--- src/hw/rtl/gtr_pkg.sv ---
`default_nettype none

package gtr_pkg;

    // Fixed formats of the block.
    localparam int SAMPLE_BITS = 24;
    localparam int FRAC_BITS   = 16;
    localparam int MAX_OUT     = 16;
    localparam int CNT_W       = $clog2(MAX_OUT);
    localparam int STEP_W      = 5;
    localparam int POS_W       = 32;
    localparam int TAKEN_W     = 16;
    localparam int INC_W       = 21;
    localparam int GAIN_W      = 17;
    localparam int CFG_DATA_W  = 21;
    localparam int T_W         = 20;
    localparam int EF_W        = 24;
    localparam int U_W         = 23;
    localparam int W_W         = 22;
    localparam int ACC_W       = 48;
    localparam int V_W         = 32;
    localparam int OP_W        = 32;
    localparam int P_W         = 64;

    localparam int ONE_Q       = 1 << FRAC_BITS;
    localparam int UNITY_INC   = 65536;
    // Exact floor division by three for operands below 2**22.
    localparam int RECIP3      = 5592406;
    localparam int RECIP3_SH   = 24;
    // Bias that keeps the divide-by-three operand non-negative.
    localparam int DIV_OFS     = 3 * (1 << 20);
    localparam int DIV_K       = 1 << 20;
    // Half of the 6.0 divisor, in Q units.
    localparam int RD_BIAS     = 3 * ONE_Q;

    typedef struct packed {
        logic signed [SAMPLE_BITS-1:0] sample;
        logic                          first_of_grain;
    } in_item_t;

    typedef struct packed {
        logic signed [SAMPLE_BITS-1:0] out_sample;
        logic                          last_of_run;
        logic                          grain_done;
    } out_item_t;

    typedef enum logic [1:0] {
        REG_INCREMENT    = 2'd0,
        REG_USE_CUBIC    = 2'd1,
        REG_GRAIN_FRAMES = 2'd2,
        REG_GAIN         = 2'd3
    } cfg_reg_t;

    typedef enum logic [2:0] {
        S_IDLE,
        S_DECIDE,
        S_CALC,
        S_ADV,
        S_EMIT
    } state_t;

    typedef enum logic [1:0] {
        MODE_QUAD,
        MODE_CUBIC,
        MODE_COPY
    } mode_t;

    // Multiplier operand pairs.
    typedef enum logic [3:0] {
        MUL_NONE, MUL_AT, MUL_CD, MUL_ED, MUL_TF, MUL_EC, MUL_UR, MUL_AF,
        MUL_TD, MUL_TC, MUL_H0, MUL_H1, MUL_H2, MUL_H3, MUL_VG
    } mul_sel_t;

    // Destinations of the registered product.
    typedef enum logic [4:0] {
        WB_NONE, WB_TLD, WB_E, WB_F, WB_U, WB_W0Z, WB_W0N, WB_W1R17,
        WB_W2N16, WB_W2N17, WB_W3R17, WB_W3P, WB_ACCLD, WB_ACCADD,
        WB_VLD, WB_VXLD, WB_OUT
    } wb_sel_t;

    typedef struct packed {
        mul_sel_t mul;
        wb_sel_t  wb;
        logic     fin;
    } micro_t;

    typedef struct packed {
        logic     accept;
        mul_sel_t mul;
        wb_sel_t  wb;
        logic     advance;
        logic     end_grain;
        logic     out_load;
        logic     out_last;
        logic     out_done;
    } dp_cmd_t;

    typedef struct packed {
        logic active;
        logic done;
        logic copy;
        logic cubic;
        logic start_ok;
        logic stop_now;
    } dp_status_t;

    // Micro-program of one result: each step issues at most one multiply, and
    // most write-backs store a value from the product of the step before.
    function automatic micro_t micro_cmd(mode_t mode, logic [STEP_W-1:0] step);
        micro_t m;
        m = '{mul: MUL_NONE, wb: WB_NONE, fin: 1'b1};
        unique case (mode)
            MODE_CUBIC:
            begin
                unique case (step)
                    5'd0:  m = '{mul: MUL_NONE, wb: WB_TLD,    fin: 1'b0};
                    5'd1:  m = '{mul: MUL_AT,   wb: WB_NONE,   fin: 1'b0};
                    5'd2:  m = '{mul: MUL_CD,   wb: WB_E,      fin: 1'b0};
                    5'd3:  m = '{mul: MUL_ED,   wb: WB_F,      fin: 1'b0};
                    5'd4:  m = '{mul: MUL_TF,   wb: WB_W2N17,  fin: 1'b0};
                    5'd5:  m = '{mul: MUL_EC,   wb: WB_U,      fin: 1'b0};
                    5'd6:  m = '{mul: MUL_UR,   wb: WB_U,      fin: 1'b0};
                    5'd7:  m = '{mul: MUL_UR,   wb: WB_W0N,    fin: 1'b0};
                    5'd8:  m = '{mul: MUL_AF,   wb: WB_W3P,    fin: 1'b0};
                    5'd9:  m = '{mul: MUL_H0,   wb: WB_W1R17,  fin: 1'b0};
                    5'd10: m = '{mul: MUL_H1,   wb: WB_ACCLD,  fin: 1'b0};
                    5'd11: m = '{mul: MUL_H2,   wb: WB_ACCADD, fin: 1'b0};
                    5'd12: m = '{mul: MUL_H3,   wb: WB_ACCADD, fin: 1'b0};
                    5'd13: m = '{mul: MUL_NONE, wb: WB_ACCADD, fin: 1'b0};
                    5'd14: m = '{mul: MUL_NONE, wb: WB_VLD,    fin: 1'b0};
                    5'd15: m = '{mul: MUL_VG,   wb: WB_NONE,   fin: 1'b0};
                    5'd16: m = '{mul: MUL_NONE, wb: WB_OUT,    fin: 1'b1};
                    default: m = '{mul: MUL_NONE, wb: WB_NONE, fin: 1'b1};
                endcase
            end
            MODE_QUAD:
            begin
                unique case (step)
                    5'd0:  m = '{mul: MUL_NONE, wb: WB_TLD,    fin: 1'b0};
                    5'd1:  m = '{mul: MUL_CD,   wb: WB_W0Z,    fin: 1'b0};
                    5'd2:  m = '{mul: MUL_TD,   wb: WB_W1R17,  fin: 1'b0};
                    5'd3:  m = '{mul: MUL_TC,   wb: WB_W2N16,  fin: 1'b0};
                    5'd4:  m = '{mul: MUL_H0,   wb: WB_W3R17,  fin: 1'b0};
                    5'd5:  m = '{mul: MUL_H1,   wb: WB_ACCLD,  fin: 1'b0};
                    5'd6:  m = '{mul: MUL_H2,   wb: WB_ACCADD, fin: 1'b0};
                    5'd7:  m = '{mul: MUL_H3,   wb: WB_ACCADD, fin: 1'b0};
                    5'd8:  m = '{mul: MUL_NONE, wb: WB_ACCADD, fin: 1'b0};
                    5'd9:  m = '{mul: MUL_NONE, wb: WB_VLD,    fin: 1'b0};
                    5'd10: m = '{mul: MUL_VG,   wb: WB_NONE,   fin: 1'b0};
                    5'd11: m = '{mul: MUL_NONE, wb: WB_OUT,    fin: 1'b1};
                    default: m = '{mul: MUL_NONE, wb: WB_NONE, fin: 1'b1};
                endcase
            end
            MODE_COPY:
            begin
                unique case (step)
                    5'd0:  m = '{mul: MUL_NONE, wb: WB_VXLD,   fin: 1'b0};
                    5'd1:  m = '{mul: MUL_VG,   wb: WB_NONE,   fin: 1'b0};
                    5'd2:  m = '{mul: MUL_NONE, wb: WB_OUT,    fin: 1'b1};
                    default: m = '{mul: MUL_NONE, wb: WB_NONE, fin: 1'b1};
                endcase
            end
            default: m = '{mul: MUL_NONE, wb: WB_NONE, fin: 1'b1};
        endcase
        return m;
    endfunction

endpackage

`default_nettype wire

--- src/hw/rtl/gtr_ctrl.sv ---
`default_nettype none

module gtr_ctrl (
    input  logic                 clk,
    input  logic                 rst_n,
    input  logic                 in_valid,
    output logic                 in_stall,
    output logic                 out_valid,
    input  logic                 out_stall,
    output gtr_pkg::dp_cmd_t     cmd,
    input  gtr_pkg::dp_status_t  status
);
    import gtr_pkg::*;

    state_t             state_reg, state_next;
    mode_t              mode_reg, mode_next;
    logic               single_reg, single_next;
    logic [STEP_W-1:0]  step_reg, step_next;
    logic [CNT_W-1:0]   cnt_reg, cnt_next;
    logic               out_valid_reg, out_valid_next;
    logic               fin_run;
    micro_t             micro;

    assign in_stall  = state_reg != S_IDLE;
    assign out_valid = out_valid_reg;
    assign micro     = micro_cmd(mode_reg, step_reg);

    // State and sequencing registers.
    always_ff @(posedge clk or negedge rst_n)
    begin
        if (!rst_n)
        begin
            state_reg     <= S_IDLE;
            mode_reg      <= MODE_QUAD;
            single_reg    <= 1'b0;
            step_reg      <= '0;
            cnt_reg       <= '0;
            out_valid_reg <= 1'b0;
        end
        else
        begin
            state_reg     <= state_next;
            mode_reg      <= mode_next;
            single_reg    <= single_next;
            step_reg      <= step_next;
            cnt_reg       <= cnt_next;
            out_valid_reg <= out_valid_next;
        end
    end

    // Next state and commands.
    always_comb
    begin
        state_next  = state_reg;
        mode_next   = mode_reg;
        single_next = single_reg;
        step_next   = step_reg;
        cnt_next    = cnt_reg;
        fin_run     = 1'b0;
        cmd         = '{accept: 1'b0, mul: MUL_NONE, wb: WB_NONE, advance: 1'b0,
                        end_grain: 1'b0, out_load: 1'b0, out_last: 1'b0,
                        out_done: 1'b0};
        unique case (state_reg)
            S_IDLE:
            begin
                cmd.accept = in_valid;
                if (in_valid)
                begin
                    state_next = S_DECIDE;
                end
            end
            S_DECIDE:
            begin
                single_next = status.copy || status.done;
                mode_next   = status.copy ? MODE_COPY
                            : (status.cubic ? MODE_CUBIC : MODE_QUAD);
                step_next   = '0;
                cnt_next    = '0;
                if (status.active &&
                    (status.copy || status.done || status.start_ok))
                begin
                    state_next = S_CALC;
                end
                else
                begin
                    state_next = S_IDLE;
                end
            end
            S_CALC:
            begin
                cmd.mul = micro.mul;
                cmd.wb  = micro.wb;
                if (micro.fin)
                begin
                    state_next = S_ADV;
                end
                else
                begin
                    step_next = step_reg + 1'b1;
                end
            end
            S_ADV:
            begin
                cmd.advance   = 1'b1;
                cmd.end_grain = single_reg && status.done;
                state_next    = S_EMIT;
            end
            S_EMIT:
            begin
                fin_run = single_reg || status.stop_now
                          || (cnt_reg == CNT_W'(MAX_OUT - 1));
                if (!out_valid_reg || !out_stall)
                begin
                    cmd.out_load = 1'b1;
                    cmd.out_last = fin_run;
                    cmd.out_done = single_reg && status.done;
                    step_next    = '0;
                    if (fin_run)
                    begin
                        state_next = S_IDLE;
                    end
                    else
                    begin
                        cnt_next   = cnt_reg + 1'b1;
                        state_next = S_CALC;
                    end
                end
            end
            default:
            begin
                state_next = S_IDLE;
            end
        endcase

        // Output register occupancy.
        if (cmd.out_load)
        begin
            out_valid_next = 1'b1;
        end
        else if (!out_stall)
        begin
            out_valid_next = 1'b0;
        end
        else
        begin
            out_valid_next = out_valid_reg;
        end
    end

endmodule

`default_nettype wire

--- config.mk ---
export PLATFORM = sky130hd
export DESIGN_NAME = gtr_ctrl
export DESIGN_NICKNAME = d
export VERILOG_FILES = /design/src/hw/rtl/gtr_pkg.sv /design/src/hw/rtl/gtr_ctrl.sv
export SDC_FILE = /design/constraint.sdc
export NUM_CORES = 1
export LEC_CHECK = 0
export BUFFER_PORTS_ARGS = -buffer_cell sky130_fd_sc_hd__buf_2
export CORE_ASPECT_RATIO = 2
export CORE_MARGIN = 2
export CORE_UTILIZATION = 51
export CTS_CLUSTER_DIAMETER = 100
export DETAILED_ROUTE_END_ITERATION = 8
export PLACE_DENSITY = 0.74
export SKIP_LAST_GASP = 1
export SYNTH_ARGS = -nofsm -noshare
export SYNTH_HDL_FRONTEND = slang
export SYNTH_SLANG_ARGS = --single-unit
--- constraint.sdc ---
create_clock -name clk -period 3 [get_ports clk]
set_clock_uncertainty 0.05 [all_clocks]
set_input_delay 0.75 -clock clk [delete_from_list [all_inputs] [get_ports clk]]
set_output_delay 0.75 -clock clk [all_outputs]
set_load 0.02 [all_outputs]
==> flow_metrics.tcl <==
set metrics [dict create \
    leakage_nw 0.7866 \
    start_util 0.5327 \
    grt_pass1_wl_um 6672 \
    period_minus_slack_ps 2839 \
    path_clk_slew_ps 60 \
    r2r_setup_slack_ps 810 \
    synth_edf_count 0 \
    overflow 0 \
    peakVddDrop_uv 495.8 \
    place_ws_ps 259.2 \
    worstMarginPinSlew_ps 485.5 \
    diodes 0 \
    vias 1449 \
    largest_register_ffs 5 \
    async_flop_share 1.000 \
    dp_hpwl_um 3110 \
    ys_seq_elements 16 \
    cp_cell_sequence "inv_2 -> ha_1 -> nand2b_1 -> a211oi_2 -> a41oi_1 -> a211o_1 -> a21oi_1 -> buf_2" \
    die_w_um 41.80 \
    hp-class "primary input to async pin" \
    dpl.cell_count 232 \
    io_pins 27 \
    p_clk_frac 0.143 \
    synth_seq_area_share 0.2747 \
    fp-row-count 27 \
    finalWeightedCongestion 0.9927 \
    die_h_um 79.61 \
    synth_top_area_frac 0.2747 \
    worstReg2RegEnd "step_reg[2]" \
    synth.net_count 203 \
    syn_avg_cell_area_sq_um 7.965 \
    fmax_ghz 0.3522 \
    final-setup-viol-count 0 \
    p_comb_frac 0.578 \
    synth_top_flop_cell "dfrtp_1" \
    cp.required_ps 2200 \
    clock-sinks 16 \
    ys_warn_count 0 \
    yosys.area.top_type "dfrtp_1" \
    critPathMaxStageDelay_ps 450 \
    cellPowerDensity_nw_per_um2 802.2 \
    setup_ws_ps 160.8 \
    rr_startpoint "step_reg[0]" \
    areaGrowthSynthToFinish_pct 14.51 \
    start_kind "register" \
    io_buffers 26 \
    crit_end "cmd[13]" \
    wl_um 3906 \
    startpoint "step_reg[0]" \
    rsz0062_at_grt "no" \
    p_sw_mw 0.6595 \
    arrival_ps 2040 \
    yosys-top-cells-area "dfrtp_1 27%, ha_1 8.6%, nand2_1 6.2%" \
    crit_path_end_kind "output pin" \
    postSynthCellCount 183 \
    final_cells 237 \
    reg2regPathDepth 8 \
    dieArea_sq_um 3327 \
    synth_area_sq_um 1458 \
    maxCapViolations 0 \
    cp_slowest_cell "dfrtp_2" \
    period_share 0.9464 \
    worstSetupPathType "register to output pin" \
    cts_buffers 3 \
    slew_headroom 0.6764 \
    nNetsFinal 229 \
    grt_max_degree 20 \
    worstPathMaxFanout 7 \
    final_hold_viol_count 0 \
    coreArea_sq_um 2736 \
    viasPerCell 6.114 \
    clockBufferDepth 2 \
    synth.distinct_cells 47 \
    first_pass_iters 4 \
    fin_util 0.6100 \
    setup_tns_ps 0 \
    drive_above_1_share 0.2500 \
    cts_htree_levels 1 \
    post_drt_wl_per_cell_um 16.48 \
    grt_pass1_vias 1516 \
    worstSkewPairLatency_ps 250 \
    antenna_left 0 \
    cts-root-buf "clkbuf_8" \
    track_usage 0.2590 \
    first_iter_violations 43 \
    drc 0 \
    seq_power_share 0.280 \
    slew_viol_final 0 \
    cts_tree "built" \
    status "complete, no violations" \
    intPower_mw 0.6795 \
    swShare 0.4925 \
    antenna_found_initial 0 \
]
worst max-delay path: cells and delay by family (launching register included):
family,cells,cell delay [ps]
AOI/OAI and AO/OA,4,740
adders and majority gates,1,170
buffers and inverters,2,290
DFF,1,450
and+or+nand+nor,1,140
worst min-delay path by stage:
stage	from	to	slack, ps	depth (start not counted)
finish	rst_n	mode_reg[0]	360	1
global route	rst_n	mode_reg[0]	380	1
CTS	rst_n	state_reg[1]	360	1
detailed placement	cnt_reg[0]	cnt_reg[0]	500	2
global placement	cnt_reg[0]	cnt_reg[0]	480	2
floorplan	rst_n	cnt_reg[0]	400	0
logic make-up after synthesis:
kind of cell | count (synthesis) | share of synthesized area
buf+inv | 20 | 0.06266
compound gates | 56 | 0.2549
flops | 16 | 0.2747
mux | 7 | 0.05150
xor+xnor | 3 | 0.01803
simple gates | 71 | 0.2524
fa+ha+maj | 10 | 0.08584
layout make-up:
class	instances	area, sq um
Tap cell	29	36.28
Clock buffer	4	55.05
Timing Repair Buffer	31	167.7
Multi-Input combinational cell	147	970.9
Sequential cell	16	401.6
Inverter	10	37.54
Fill cell	279	1067
Yosys cell counts (4+ instances only):
library cell	n
a21oi_1	15
a31oi_1	4
and3_1	4
buf_2	4
dfrtp_1	16
ha_1	10
inv_1	9
mux2_2	4
nand2_1	24
nand2b_1	5
nand3_1	10
nor2_1	10
nor2b_1	4
o211ai_1	7
o21ai_0	10
o21ai_1	5
layer usage:
layer,vias to the layer above,share of wire,track usage
li1,706,-,-
met1,683,0.35,0.2471
met2,46,0.58,0.4938
met3,14,0.028,0.01357
met4,0,0.043,0.1968
met5,-,0,0
power groups by stage:
stage / logic (mW) / registers [mW] / clock network (mW)
after detailed placement: 0.752 / 0.375 / 0
after floorplan: 0.586 / 0.332 / 0
after global routing: 0.866 / 0.382 / 0.204
after CTS: 0.755 / 0.372 / 0.194
after global placement: 0.735 / 0.371 / 0
final: 0.773 / 0.374 / 0.191
stage by stage:
step	total power, mW	hold WS [ps]	instance area [sq um]
2_1_floorplan	0.9180	404.4	1458
3_3_place_gp	1.106	478.3	1600
3_5_place_dp	1.127	501.2	1600
4_1_cts	1.322	361.5	1655
5_1_grt	1.453	383.1	1669
6_report	1.339	357.8	1669
placed cells by master (no fill, tap or decap), types with 3 or more instances in the layout:
cell / n
a21oi_1: 15
a31oi_1: 4
and3_1: 4
buf_2: 26
buf_4: 5
clkbuf_8: 4
dfrtp_1: 15
ha_1: 10
inv_1: 8
mux2_2: 4
mux2i_1: 3
nand2_1: 24
nand2b_1: 5
nand3_1: 10
nor2_1: 10
nor2b_1: 4
nor3_1: 3
o211ai_1: 7
o21ai_0: 10
o21ai_1: 5
xor2_1: 3
timing repair:
item | in CTS | in global routing
hold endpoints to repair | 0 | 0
cloned | 0 | 0
pin swaps | 0 | 1
endpoints found under the setup margin | 1 | 2
resized for setup | 1 | 2
hold buffers | 0 | 0
setup buffers | 0 | 1
No activity file was read; power rests on OpenSTA's default activity.
