==> src/hw/rtl/gtr_pkg.sv <==
`default_nettype none

package gtr_pkg;

    // Fixed formats of the block.
    localparam int SAMPLE_BITS = 24;
    localparam int FRAC_BITS   = 16;
    localparam int MAX_OUT     = 16;
    localparam int CNT_W       = $clog2(MAX_OUT);
    localparam int STEP_W      = 5;
    localparam int POS_W       = 32;
    localparam int TAKEN_W     = 16;
    localparam int INC_W       = 21;
    localparam int GAIN_W      = 17;
    localparam int CFG_DATA_W  = 21;
    localparam int T_W         = 20;
    localparam int EF_W        = 24;
    localparam int U_W         = 23;
    localparam int W_W         = 22;
    localparam int ACC_W       = 48;
    localparam int V_W         = 32;
    localparam int OP_W        = 32;
    localparam int P_W         = 64;

    localparam int ONE_Q       = 1 << FRAC_BITS;
    localparam int UNITY_INC   = 65536;
    // Exact floor division by three for operands below 2**22.
    localparam int RECIP3      = 5592406;
    localparam int RECIP3_SH   = 24;
    // Bias that keeps the divide-by-three operand non-negative.
    localparam int DIV_OFS     = 3 * (1 << 20);
    localparam int DIV_K       = 1 << 20;
    // Half of the 6.0 divisor, in Q units.
    localparam int RD_BIAS     = 3 * ONE_Q;

    typedef struct packed {
        logic signed [SAMPLE_BITS-1:0] sample;
        logic                          first_of_grain;
    } in_item_t;

    typedef struct packed {
        logic signed [SAMPLE_BITS-1:0] out_sample;
        logic                          last_of_run;
        logic                          grain_done;
    } out_item_t;

    typedef enum logic [1:0] {
        REG_INCREMENT    = 2'd0,
        REG_USE_CUBIC    = 2'd1,
        REG_GRAIN_FRAMES = 2'd2,
        REG_GAIN         = 2'd3
    } cfg_reg_t;

    typedef enum logic [2:0] {
        S_IDLE,
        S_DECIDE,
        S_CALC,
        S_ADV,
        S_EMIT
    } state_t;

    typedef enum logic [1:0] {
        MODE_QUAD,
        MODE_CUBIC,
        MODE_COPY
    } mode_t;

    // Multiplier operand pairs.
    typedef enum logic [3:0] {
        MUL_NONE, MUL_AT, MUL_CD, MUL_ED, MUL_TF, MUL_EC, MUL_UR, MUL_AF,
        MUL_TD, MUL_TC, MUL_H0, MUL_H1, MUL_H2, MUL_H3, MUL_VG
    } mul_sel_t;

    // Destinations of the registered product.
    typedef enum logic [4:0] {
        WB_NONE, WB_TLD, WB_E, WB_F, WB_U, WB_W0Z, WB_W0N, WB_W1R17,
        WB_W2N16, WB_W2N17, WB_W3R17, WB_W3P, WB_ACCLD, WB_ACCADD,
        WB_VLD, WB_VXLD, WB_OUT
    } wb_sel_t;

    typedef struct packed {
        mul_sel_t mul;
        wb_sel_t  wb;
        logic     fin;
    } micro_t;

    typedef struct packed {
        logic     accept;
        mul_sel_t mul;
        wb_sel_t  wb;
        logic     advance;
        logic     end_grain;
        logic     out_load;
        logic     out_last;
        logic     out_done;
    } dp_cmd_t;

    typedef struct packed {
        logic active;
        logic done;
        logic copy;
        logic cubic;
        logic start_ok;
        logic stop_now;
    } dp_status_t;

    // Micro-program of one result: each step issues at most one multiply, and
    // most write-backs store a value from the product of the step before.
    function automatic micro_t micro_cmd(mode_t mode, logic [STEP_W-1:0] step);
        micro_t m;
        m = '{mul: MUL_NONE, wb: WB_NONE, fin: 1'b1};
        unique case (mode)
            MODE_CUBIC:
            begin
                unique case (step)
                    5'd0:  m = '{mul: MUL_NONE, wb: WB_TLD,    fin: 1'b0};
                    5'd1:  m = '{mul: MUL_AT,   wb: WB_NONE,   fin: 1'b0};
                    5'd2:  m = '{mul: MUL_CD,   wb: WB_E,      fin: 1'b0};
                    5'd3:  m = '{mul: MUL_ED,   wb: WB_F,      fin: 1'b0};
                    5'd4:  m = '{mul: MUL_TF,   wb: WB_W2N17,  fin: 1'b0};
                    5'd5:  m = '{mul: MUL_EC,   wb: WB_U,      fin: 1'b0};
                    5'd6:  m = '{mul: MUL_UR,   wb: WB_U,      fin: 1'b0};
                    5'd7:  m = '{mul: MUL_UR,   wb: WB_W0N,    fin: 1'b0};
                    5'd8:  m = '{mul: MUL_AF,   wb: WB_W3P,    fin: 1'b0};
                    5'd9:  m = '{mul: MUL_H0,   wb: WB_W1R17,  fin: 1'b0};
                    5'd10: m = '{mul: MUL_H1,   wb: WB_ACCLD,  fin: 1'b0};
                    5'd11: m = '{mul: MUL_H2,   wb: WB_ACCADD, fin: 1'b0};
                    5'd12: m = '{mul: MUL_H3,   wb: WB_ACCADD, fin: 1'b0};
                    5'd13: m = '{mul: MUL_NONE, wb: WB_ACCADD, fin: 1'b0};
                    5'd14: m = '{mul: MUL_NONE, wb: WB_VLD,    fin: 1'b0};
                    5'd15: m = '{mul: MUL_VG,   wb: WB_NONE,   fin: 1'b0};
                    5'd16: m = '{mul: MUL_NONE, wb: WB_OUT,    fin: 1'b1};
                    default: m = '{mul: MUL_NONE, wb: WB_NONE, fin: 1'b1};
                endcase
            end
            MODE_QUAD:
            begin
                unique case (step)
                    5'd0:  m = '{mul: MUL_NONE, wb: WB_TLD,    fin: 1'b0};
                    5'd1:  m = '{mul: MUL_CD,   wb: WB_W0Z,    fin: 1'b0};
                    5'd2:  m = '{mul: MUL_TD,   wb: WB_W1R17,  fin: 1'b0};
                    5'd3:  m = '{mul: MUL_TC,   wb: WB_W2N16,  fin: 1'b0};
                    5'd4:  m = '{mul: MUL_H0,   wb: WB_W3R17,  fin: 1'b0};
                    5'd5:  m = '{mul: MUL_H1,   wb: WB_ACCLD,  fin: 1'b0};
                    5'd6:  m = '{mul: MUL_H2,   wb: WB_ACCADD, fin: 1'b0};
                    5'd7:  m = '{mul: MUL_H3,   wb: WB_ACCADD, fin: 1'b0};
                    5'd8:  m = '{mul: MUL_NONE, wb: WB_ACCADD, fin: 1'b0};
                    5'd9:  m = '{mul: MUL_NONE, wb: WB_VLD,    fin: 1'b0};
                    5'd10: m = '{mul: MUL_VG,   wb: WB_NONE,   fin: 1'b0};
                    5'd11: m = '{mul: MUL_NONE, wb: WB_OUT,    fin: 1'b1};
                    default: m = '{mul: MUL_NONE, wb: WB_NONE, fin: 1'b1};
                endcase
            end
            MODE_COPY:
            begin
                unique case (step)
                    5'd0:  m = '{mul: MUL_NONE, wb: WB_VXLD,   fin: 1'b0};
                    5'd1:  m = '{mul: MUL_VG,   wb: WB_NONE,   fin: 1'b0};
                    5'd2:  m = '{mul: MUL_NONE, wb: WB_OUT,    fin: 1'b1};
                    default: m = '{mul: MUL_NONE, wb: WB_NONE, fin: 1'b1};
                endcase
            end
            default: m = '{mul: MUL_NONE, wb: WB_NONE, fin: 1'b1};
        endcase
        return m;
    endfunction

endpackage

`default_nettype wire

==> src/hw/rtl/gtr_dp.sv <==
`default_nettype none

module gtr_dp (
    input  logic                              clk,
    input  logic                              rst_n,
    input  gtr_pkg::in_item_t                 in_data,
    input  logic                              cfg_we,
    input  gtr_pkg::cfg_reg_t                 cfg_index,
    input  logic [gtr_pkg::CFG_DATA_W-1:0]    cfg_data,
    input  gtr_pkg::dp_cmd_t                  cmd,
    output gtr_pkg::dp_status_t               status,
    output gtr_pkg::out_item_t                out_data
);
    import gtr_pkg::*;

    localparam logic signed [33:0] T_LO   = -34'(ONE_Q);
    localparam logic signed [33:0] T_HI   = 34'(3 * ONE_Q);
    localparam logic signed [33:0] T_OFS1 = 34'(ONE_Q);
    localparam logic signed [33:0] T_OFS2 = 34'(2 * ONE_Q);
    localparam logic [32:0]        HALF   = 33'(ONE_Q / 2);
    localparam logic signed [SAMPLE_BITS-1:0] SAT_HI = {1'b0, {(SAMPLE_BITS-1){1'b1}}};
    localparam logic signed [SAMPLE_BITS-1:0] SAT_LO = {1'b1, {(SAMPLE_BITS-1){1'b0}}};

    // Configuration registers.
    logic [INC_W-1:0]   inc_reg;
    logic               cubic_reg;
    logic [TAKEN_W-1:0] frames_reg;
    logic [GAIN_W-1:0]  gain_reg;

    // Grain state.
    logic signed [SAMPLE_BITS-1:0] hist_reg [4];
    logic signed [SAMPLE_BITS-1:0] hist_next [4];
    logic [POS_W-1:0]   pos_reg, pos_next;
    logic [TAKEN_W-1:0] taken_reg, taken_next;
    logic               active_reg, active_next;

    // Arithmetic registers.
    logic signed [T_W-1:0]   t_reg;
    logic signed [EF_W-1:0]  e_reg, f_reg;
    logic [U_W-1:0]          u_reg;
    logic signed [W_W-1:0]   w_reg [4];
    logic signed [ACC_W-1:0] acc_reg;
    logic signed [V_W-1:0]   v_reg;
    logic signed [P_W-1:0]   prod_reg;
    logic signed [SAMPLE_BITS-1:0] res_reg;
    out_item_t               out_reg;

    logic [POS_W-1:0]        base;
    logic [32:0]             pos_sum;
    logic signed [33:0]      t_diff;
    logic signed [T_W-1:0]   t_clamp;
    logic signed [T_W-1:0]   a_val, c_val, d_val;
    logic signed [OP_W-1:0]  op_a, op_b;
    logic signed [P_W-1:0]   rs16, rs17, neg16, neg17, divq, u_sum, q3, wq, wq_neg;
    logic signed [ACC_W-1:0] acc_rnd;
    logic signed [SAMPLE_BITS-1:0] sat_val;

    // Configuration writes.
    always_ff @(posedge clk or negedge rst_n)
    begin
        if (!rst_n)
        begin
            inc_reg    <= INC_W'(UNITY_INC);
            cubic_reg  <= 1'b0;
            frames_reg <= TAKEN_W'(1);
            gain_reg   <= GAIN_W'(65536);
        end
        else if (cfg_we)
        begin
            unique case (cfg_index)
                REG_INCREMENT:    inc_reg    <= cfg_data[INC_W-1:0];
                REG_USE_CUBIC:    cubic_reg  <= cfg_data[0];
                REG_GRAIN_FRAMES: frames_reg <= cfg_data[TAKEN_W-1:0];
                REG_GAIN:         gain_reg   <= cfg_data[GAIN_W-1:0];
            endcase
        end
    end

    assign base    = {taken_reg, {FRAC_BITS{1'b0}}};
    assign pos_sum = {1'b0, pos_reg} + 33'(inc_reg);

    // Grain state update on a request, a position step or the grain end.
    always_comb
    begin
        hist_next   = hist_reg;
        pos_next    = pos_reg;
        taken_next  = taken_reg;
        active_next = active_reg;
        if (cmd.accept)
        begin
            if (in_data.first_of_grain)
            begin
                for (int i = 0; i < 4; i++)
                begin
                    hist_next[i] = '0;
                end
                pos_next    = '0;
                taken_next  = '0;
                active_next = 1'b1;
            end
            if (in_data.first_of_grain || active_reg)
            begin
                hist_next[0] = hist_next[1];
                hist_next[1] = hist_next[2];
                hist_next[2] = hist_next[3];
                hist_next[3] = in_data.sample;
                if (taken_next != '1)
                begin
                    taken_next = taken_next + 1'b1;
                end
            end
        end
        if (cmd.advance)
        begin
            pos_next = pos_sum[POS_W] ? '1 : pos_sum[POS_W-1:0];
        end
        if (cmd.end_grain)
        begin
            active_next = 1'b0;
        end
    end

    always_ff @(posedge clk or negedge rst_n)
    begin
        if (!rst_n)
        begin
            for (int i = 0; i < 4; i++)
            begin
                hist_reg[i] <= '0;
            end
            pos_reg    <= '0;
            taken_reg  <= '0;
            active_reg <= 1'b0;
        end
        else
        begin
            hist_reg   <= hist_next;
            pos_reg    <= pos_next;
            taken_reg  <= taken_next;
            active_reg <= active_next;
        end
    end

    // Status toward the controller.
    always_comb
    begin
        status.active = active_reg;
        status.done   = taken_reg >= frames_reg;
        status.copy   = inc_reg == INC_W'(UNITY_INC);
        status.cubic  = cubic_reg;
        if (cubic_reg)
        begin
            status.start_ok = pos_reg < base;
            status.stop_now = pos_reg >= base;
        end
        else
        begin
            status.start_ok = {1'b0, pos_reg} < ({1'b0, base} + HALF);
            status.stop_now = ({1'b0, pos_reg} + HALF) >= {1'b0, base};
        end
    end

    // Fractional offset into the history, clamped to between -1 and +3 frames.
    always_comb
    begin
        t_diff = $signed({2'b00, pos_reg}) - $signed({2'b00, base})
                 + (cubic_reg ? T_OFS1 : T_OFS2);
        if (t_diff < T_LO)
        begin
            t_clamp = T_LO[T_W-1:0];
        end
        else if (t_diff > T_HI)
        begin
            t_clamp = T_HI[T_W-1:0];
        end
        else
        begin
            t_clamp = t_diff[T_W-1:0];
        end
    end

    assign a_val = t_reg + T_W'(ONE_Q);
    assign c_val = t_reg - T_W'(ONE_Q);
    assign d_val = t_reg - T_W'(2 * ONE_Q);

    // Operand selection of the shared multiplier.
    always_comb
    begin
        unique case (cmd.mul)
            MUL_AT:   begin op_a = OP_W'(a_val);      op_b = OP_W'(t_reg); end
            MUL_CD:   begin op_a = OP_W'(c_val);      op_b = OP_W'(d_val); end
            MUL_ED:   begin op_a = OP_W'(e_reg);      op_b = OP_W'(d_val); end
            MUL_TF:   begin op_a = OP_W'(t_reg);      op_b = OP_W'(f_reg); end
            MUL_EC:   begin op_a = OP_W'(e_reg);      op_b = OP_W'(c_val); end
            MUL_UR:   begin op_a = $signed(OP_W'(u_reg)); op_b = OP_W'(RECIP3); end
            MUL_AF:   begin op_a = OP_W'(a_val);      op_b = OP_W'(f_reg); end
            MUL_TD:   begin op_a = OP_W'(t_reg);      op_b = OP_W'(d_val); end
            MUL_TC:   begin op_a = OP_W'(t_reg);      op_b = OP_W'(c_val); end
            MUL_H0:   begin op_a = OP_W'(hist_reg[0]); op_b = OP_W'(w_reg[0]); end
            MUL_H1:   begin op_a = OP_W'(hist_reg[1]); op_b = OP_W'(w_reg[1]); end
            MUL_H2:   begin op_a = OP_W'(hist_reg[2]); op_b = OP_W'(w_reg[2]); end
            MUL_H3:   begin op_a = OP_W'(hist_reg[3]); op_b = OP_W'(w_reg[3]); end
            MUL_VG:   begin op_a = v_reg; op_b = $signed(OP_W'(gain_reg)); end
            default:  begin op_a = '0; op_b = '0; end
        endcase
    end

    // Rounded forms of the registered product.
    always_comb
    begin
        rs16    = (prod_reg + P_W'(ONE_Q / 2)) >>> FRAC_BITS;
        rs17    = (prod_reg + P_W'(ONE_Q)) >>> (FRAC_BITS + 1);
        neg16   = -rs16;
        neg17   = -rs17;
        divq    = (prod_reg + P_W'(RD_BIAS)) >>> (FRAC_BITS + 1);
        u_sum   = divq + P_W'(DIV_OFS);
        q3      = prod_reg >>> RECIP3_SH;
        wq      = q3 - P_W'(DIV_K);
        wq_neg  = -wq;
        acc_rnd = (acc_reg + ACC_W'(ONE_Q / 2)) >>> FRAC_BITS;
        if (rs16 > P_W'(SAT_HI))
        begin
            sat_val = SAT_HI;
        end
        else if (rs16 < P_W'(SAT_LO))
        begin
            sat_val = SAT_LO;
        end
        else
        begin
            sat_val = rs16[SAMPLE_BITS-1:0];
        end
    end

    // Multiplier, product register and write-back.
    always_ff @(posedge clk)
    begin
        prod_reg <= P_W'(op_a) * P_W'(op_b);
        unique case (cmd.wb)
            WB_TLD:    t_reg    <= t_clamp;
            WB_E:      e_reg    <= rs16[EF_W-1:0];
            WB_F:      f_reg    <= rs16[EF_W-1:0];
            WB_U:      u_reg    <= u_sum[U_W-1:0];
            WB_W0Z:    w_reg[0] <= '0;
            WB_W0N:    w_reg[0] <= wq_neg[W_W-1:0];
            WB_W1R17:  w_reg[1] <= rs17[W_W-1:0];
            WB_W2N16:  w_reg[2] <= neg16[W_W-1:0];
            WB_W2N17:  w_reg[2] <= neg17[W_W-1:0];
            WB_W3R17:  w_reg[3] <= rs17[W_W-1:0];
            WB_W3P:    w_reg[3] <= wq[W_W-1:0];
            WB_ACCLD:  acc_reg  <= prod_reg[ACC_W-1:0];
            WB_ACCADD: acc_reg  <= acc_reg + prod_reg[ACC_W-1:0];
            WB_VLD:    v_reg    <= acc_rnd[V_W-1:0];
            WB_VXLD:   v_reg    <= V_W'(hist_reg[3]);
            WB_OUT:    res_reg  <= sat_val;
            default:   ;
        endcase
        if (cmd.out_load)
        begin
            out_reg.out_sample  <= res_reg;
            out_reg.last_of_run <= cmd.out_last;
            out_reg.grain_done  <= cmd.out_done;
        end
    end

    assign out_data = out_reg;

endmodule

`default_nettype wire

==> config.mk <==
export PLATFORM = sky130hd
export DESIGN_NAME = gtr_dp
export DESIGN_NICKNAME = d
export VERILOG_FILES = /design/src/hw/rtl/gtr_pkg.sv /design/src/hw/rtl/gtr_dp.sv
export SDC_FILE = /design/constraint.sdc
export NUM_CORES = 2
export LEC_CHECK = 0
export BUFFER_PORTS_ARGS = -buffer_cell sky130_fd_sc_hd__buf_2
export CAP_MARGIN = 20
export CORE_UTILIZATION = 32
export CTS_BUF_LIST = sky130_fd_sc_hd__clkbuf_2
export DETAILED_ROUTE_END_ITERATION = 7
export GPL_TIMING_DRIVEN = 0
export HOLD_SLACK_MARGIN = 0.05
export PLACE_DENSITY_LB_ADDON = 0.2
export SYNTH_ARGS = -nofsm -noshare
export SYNTH_HDL_FRONTEND = slang
export SYNTH_SLANG_ARGS = --single-unit
==> constraint.sdc <==
create_clock -name clk -period 21.7 [get_ports clk]
set_input_delay 2.17 -clock clk [delete_from_list [all_inputs] [get_ports clk]]
set_output_delay 2.17 -clock clk [all_outputs]
set_load 0.01 [all_outputs]
==> results.json <==
{
  "status": "finished, violations left",
  "violations": "design-rule violations",
  "critPathLaunchType": "primary input",
  "cts_tree": "yes",
  "wl_per_cell_um": 25.39,
  "initial_core_util_pct": 32.17,
  "dr.pass1.iters": 8,
  "cts_buffers": 147,
  "endpoint_kind": "flop",
  "fin_crit_ns": 14.85,
  "ctsHoldBuffers": 0,
  "max_cap_viol_count": 0,
  "syn_inst": 6941,
  "postCtsSetupBuffers": 0,
  "areaGrowthSynthToFinish_pct": 9.715,
  "tightest_slew_ns": 1.357,
  "drt-total-wl_um": 255600,
  "grtUsageMet1_pct": 32.83,
  "num-fill-cells": 21129,
  "nets": 8665,
  "setup_violations": 0,
  "finalSetupTns_ns": 0,
  "clk_pin_slew_ns": 0.11,
  "worst-path-max-fanout": 10,
  "slew_viol_final": 0,
  "initialDrtViolationCount": 5294,
  "antenna_found_initial": 16,
  "via_count": 52889,
  "post-dp-hpwl_um": 211600,
  "fin_skew_ns": 0.2111,
  "grt-ovfl-total": 0,
  "path_class": "primary input to flop",
  "die_w_um": 455.5,
  "grt_use_total_pct": 24.59,
  "path_delay_family": "buffers and inverters",
  "place_congestion": 0.9804,
  "netlist_area_mm2": 0.06581,
  "path_buf_inv": 12,
  "ys_ff_latch": 573,
  "final-hold-violation-count": 0,
  "clock_sinks": 573,
  "syn_area_per_cell_um2": 9.482,
  "yosysWarningCount": 0,
  "antenna_left": 0,
  "ys.flop_type": "edfxtp_1",
  "grt_pass1_vias": 53937,
  "clk_path_buf_depth": 3,
  "core_area_mm2": 0.2046,
  "stdcell_count": 10066,
  "r2r_setup_slack_ns": 9.15,
  "root_buffer": "clkbuf_2",
  "io_buffers": 92,
  "relSlewSlack_pct": 9.509,
  "viasPerCell": 5.254,
  "crit_required_ns": 22.94,
  "io_pins": 98,
  "min_path_type": "flop to flop",
  "die_h_um": 455.5,
  "drc": 1,
  "final_util_pct": 35.30,
  "grt_pass1_wl_um": 371300,
  "die_area_mm2": 0.2075,
  "grt_max_degree": 102,
  "clock_latency_ns": 1.53,
  "arrival_ns": 16.09,
  "async_flop_share_pct": 34.90,
  "rows": 166,
  "fmax_mhz": 67.32,
  "busiest_layer": "met2",
  "synth-seq-area-share_pct": 23.66,
  "period_share_pct": 68.45,
  "critPathSlowestCell": "clkbuf_1",
  "placedCellCount": 9788,
  "final_layout_size_suffix_gt1_share_pct": 8.438,
  "ctsResizeCount": 0,
  "syn_nets": 8350,
  "htreeDepth": 4,
  "grt_use_met3_pct": 4.037,
  "grt_util_met2_pct": 39.37,
  "crit_path_frequent_cell": "fa_1",
  "largest_reg_flops": 96,
  "synth.distinct_cells": 93,
  "synth_edf_count": 309,
  "cpPeakStageDelay_ns": 0.95,
  "rsz0062_at_grt": "false"
}
[cells in the mapped netlist (all sizes together), types with 13 or more instances]
master     n  area share [%]
nor3      76            0.59
a221o     27            0.41
a211oi    35            0.41
a21oi    254             1.9
ha       331             6.3
and3      48            0.46
or2       30            0.29
a21o     113             1.3
nand2b    92            0.88
o21ai    221             1.7
fa      1012              31
o21a      22            0.25
nand4     69            0.66
o31ai     14            0.17
and2      27            0.26
nand3    123            0.95
nor2     734             4.2
o21bai    14            0.16
a22oi     51            0.58
nor2b     34            0.32
nor4      38            0.38
a211o     25            0.33
a222oi    25            0.38
xor2     139             1.9
a22o      66            0.88
inv     1273             7.3
dfxtp     64             1.9
a31oi     47            0.45
nor3b     13            0.17
xnor2    221             3.0
buf       35            0.28
mux2      91             1.6
or3       18            0.17
clkbuf   277             1.6
edfxtp   309              14
nand2    624             3.6
o22ai     14            0.13
dfrtp    197             7.5
[final cells by class]
cell class | instances | area (um2) | share of cell area [%]
Clock buffer | 223 | 1116 | 1.546
Buffer | 312 | 1222 | 1.693
Sequential cell | 573 | 15570 | 21.56
Multi-Input combinational cell | 4782 | 44520 | 61.65
Clock inverter | 41 | 282.8 | 0.3916
Tap cell | 2688 | 3363 | 4.658
Inverter | 1274 | 4782 | 6.623
Antenna cell | 7 | 17.52 | 0.02426
Timing Repair Buffer | 166 | 1336 | 1.851
[path summary, 6_finish.rpt]
path,to,startpoint,depth (start not counted)
max in group asynchronous,hist_reg[53],rst_n,2
min in group asynchronous,inc_reg[18],rst_n,1
max,prod_reg[63],cmd[11],36
min,out_data[3],res_reg[1],0
min reg2reg,out_data[3],res_reg[1],0
max reg2reg,prod_reg[63],t_reg[18],33
[kinds of logic (layout without fill, tap and decap cells)]
logic type / count (synthesis) / after routing / synth area share, %
simple gates: 1972 / 1972 / 13.46
buf+inv: 1586 / 2016 / 9.123
fa+ha+maj: 1343 / 1343 / 37.08
compound gates: 1007 / 1007 / 10.18
flops: 573 / 573 / 23.66
xor+xnor: 360 / 360 / 4.814
mux: 100 / 100 / 1.694
other cells: 0 / 7 / 0
[metal layers]
layer / part of all wire (%) / vias up
li1: - / 22983
met1: 41 / 27170
met2: 46 / 2287
met3: 7.8 / 449
met4: 4.7 / 0
met5: 0 / -
[layout by cell type (no fill, tap or decap), types with 31 or more instances in the layout]
cell type  netlist  final
inv_1         1273   1273
fa_1          1012   1012
nor2_1         734    730
nand2_1        623    623
ha_1           331    331
edfxtp_1       309    309
clkbuf_1       277    277
a21oi_1        252    250
clkbuf_2         0    223
xnor2_1        220    220
o21ai_0        218    218
dfrtp_1        197    197
xor2_1         138    138
nand3_1        121    121
a21o_1         113    113
buf_2           11    103
nand2b_1        91     91
mux2_2          91     91
nand4_1         69     69
nor3_1          75     67
a22o_1          66     66
dfxtp_1         64     64
a22oi_1         51     51
and3_1          48     48
a31oi_1         47     47
nor2b_1         34     34
nor4_1          36     33
buf_6            3     31
[metrics by stage]
stage	instance area, um2	setup WS, ns	hold WS, ns
floorplan	65810	10.44	0.4003
global placement	69640	4.200	0.4071
detailed placement	70700	5.816	0.4056
CTS	72100	7.372	0.4169
global route	72210	6.720	0.3857
finish	72210	6.847	0.4112
Power is not shown: default switching activity piles up to over one toggle a cycle in this logic, so the estimate is an artifact.
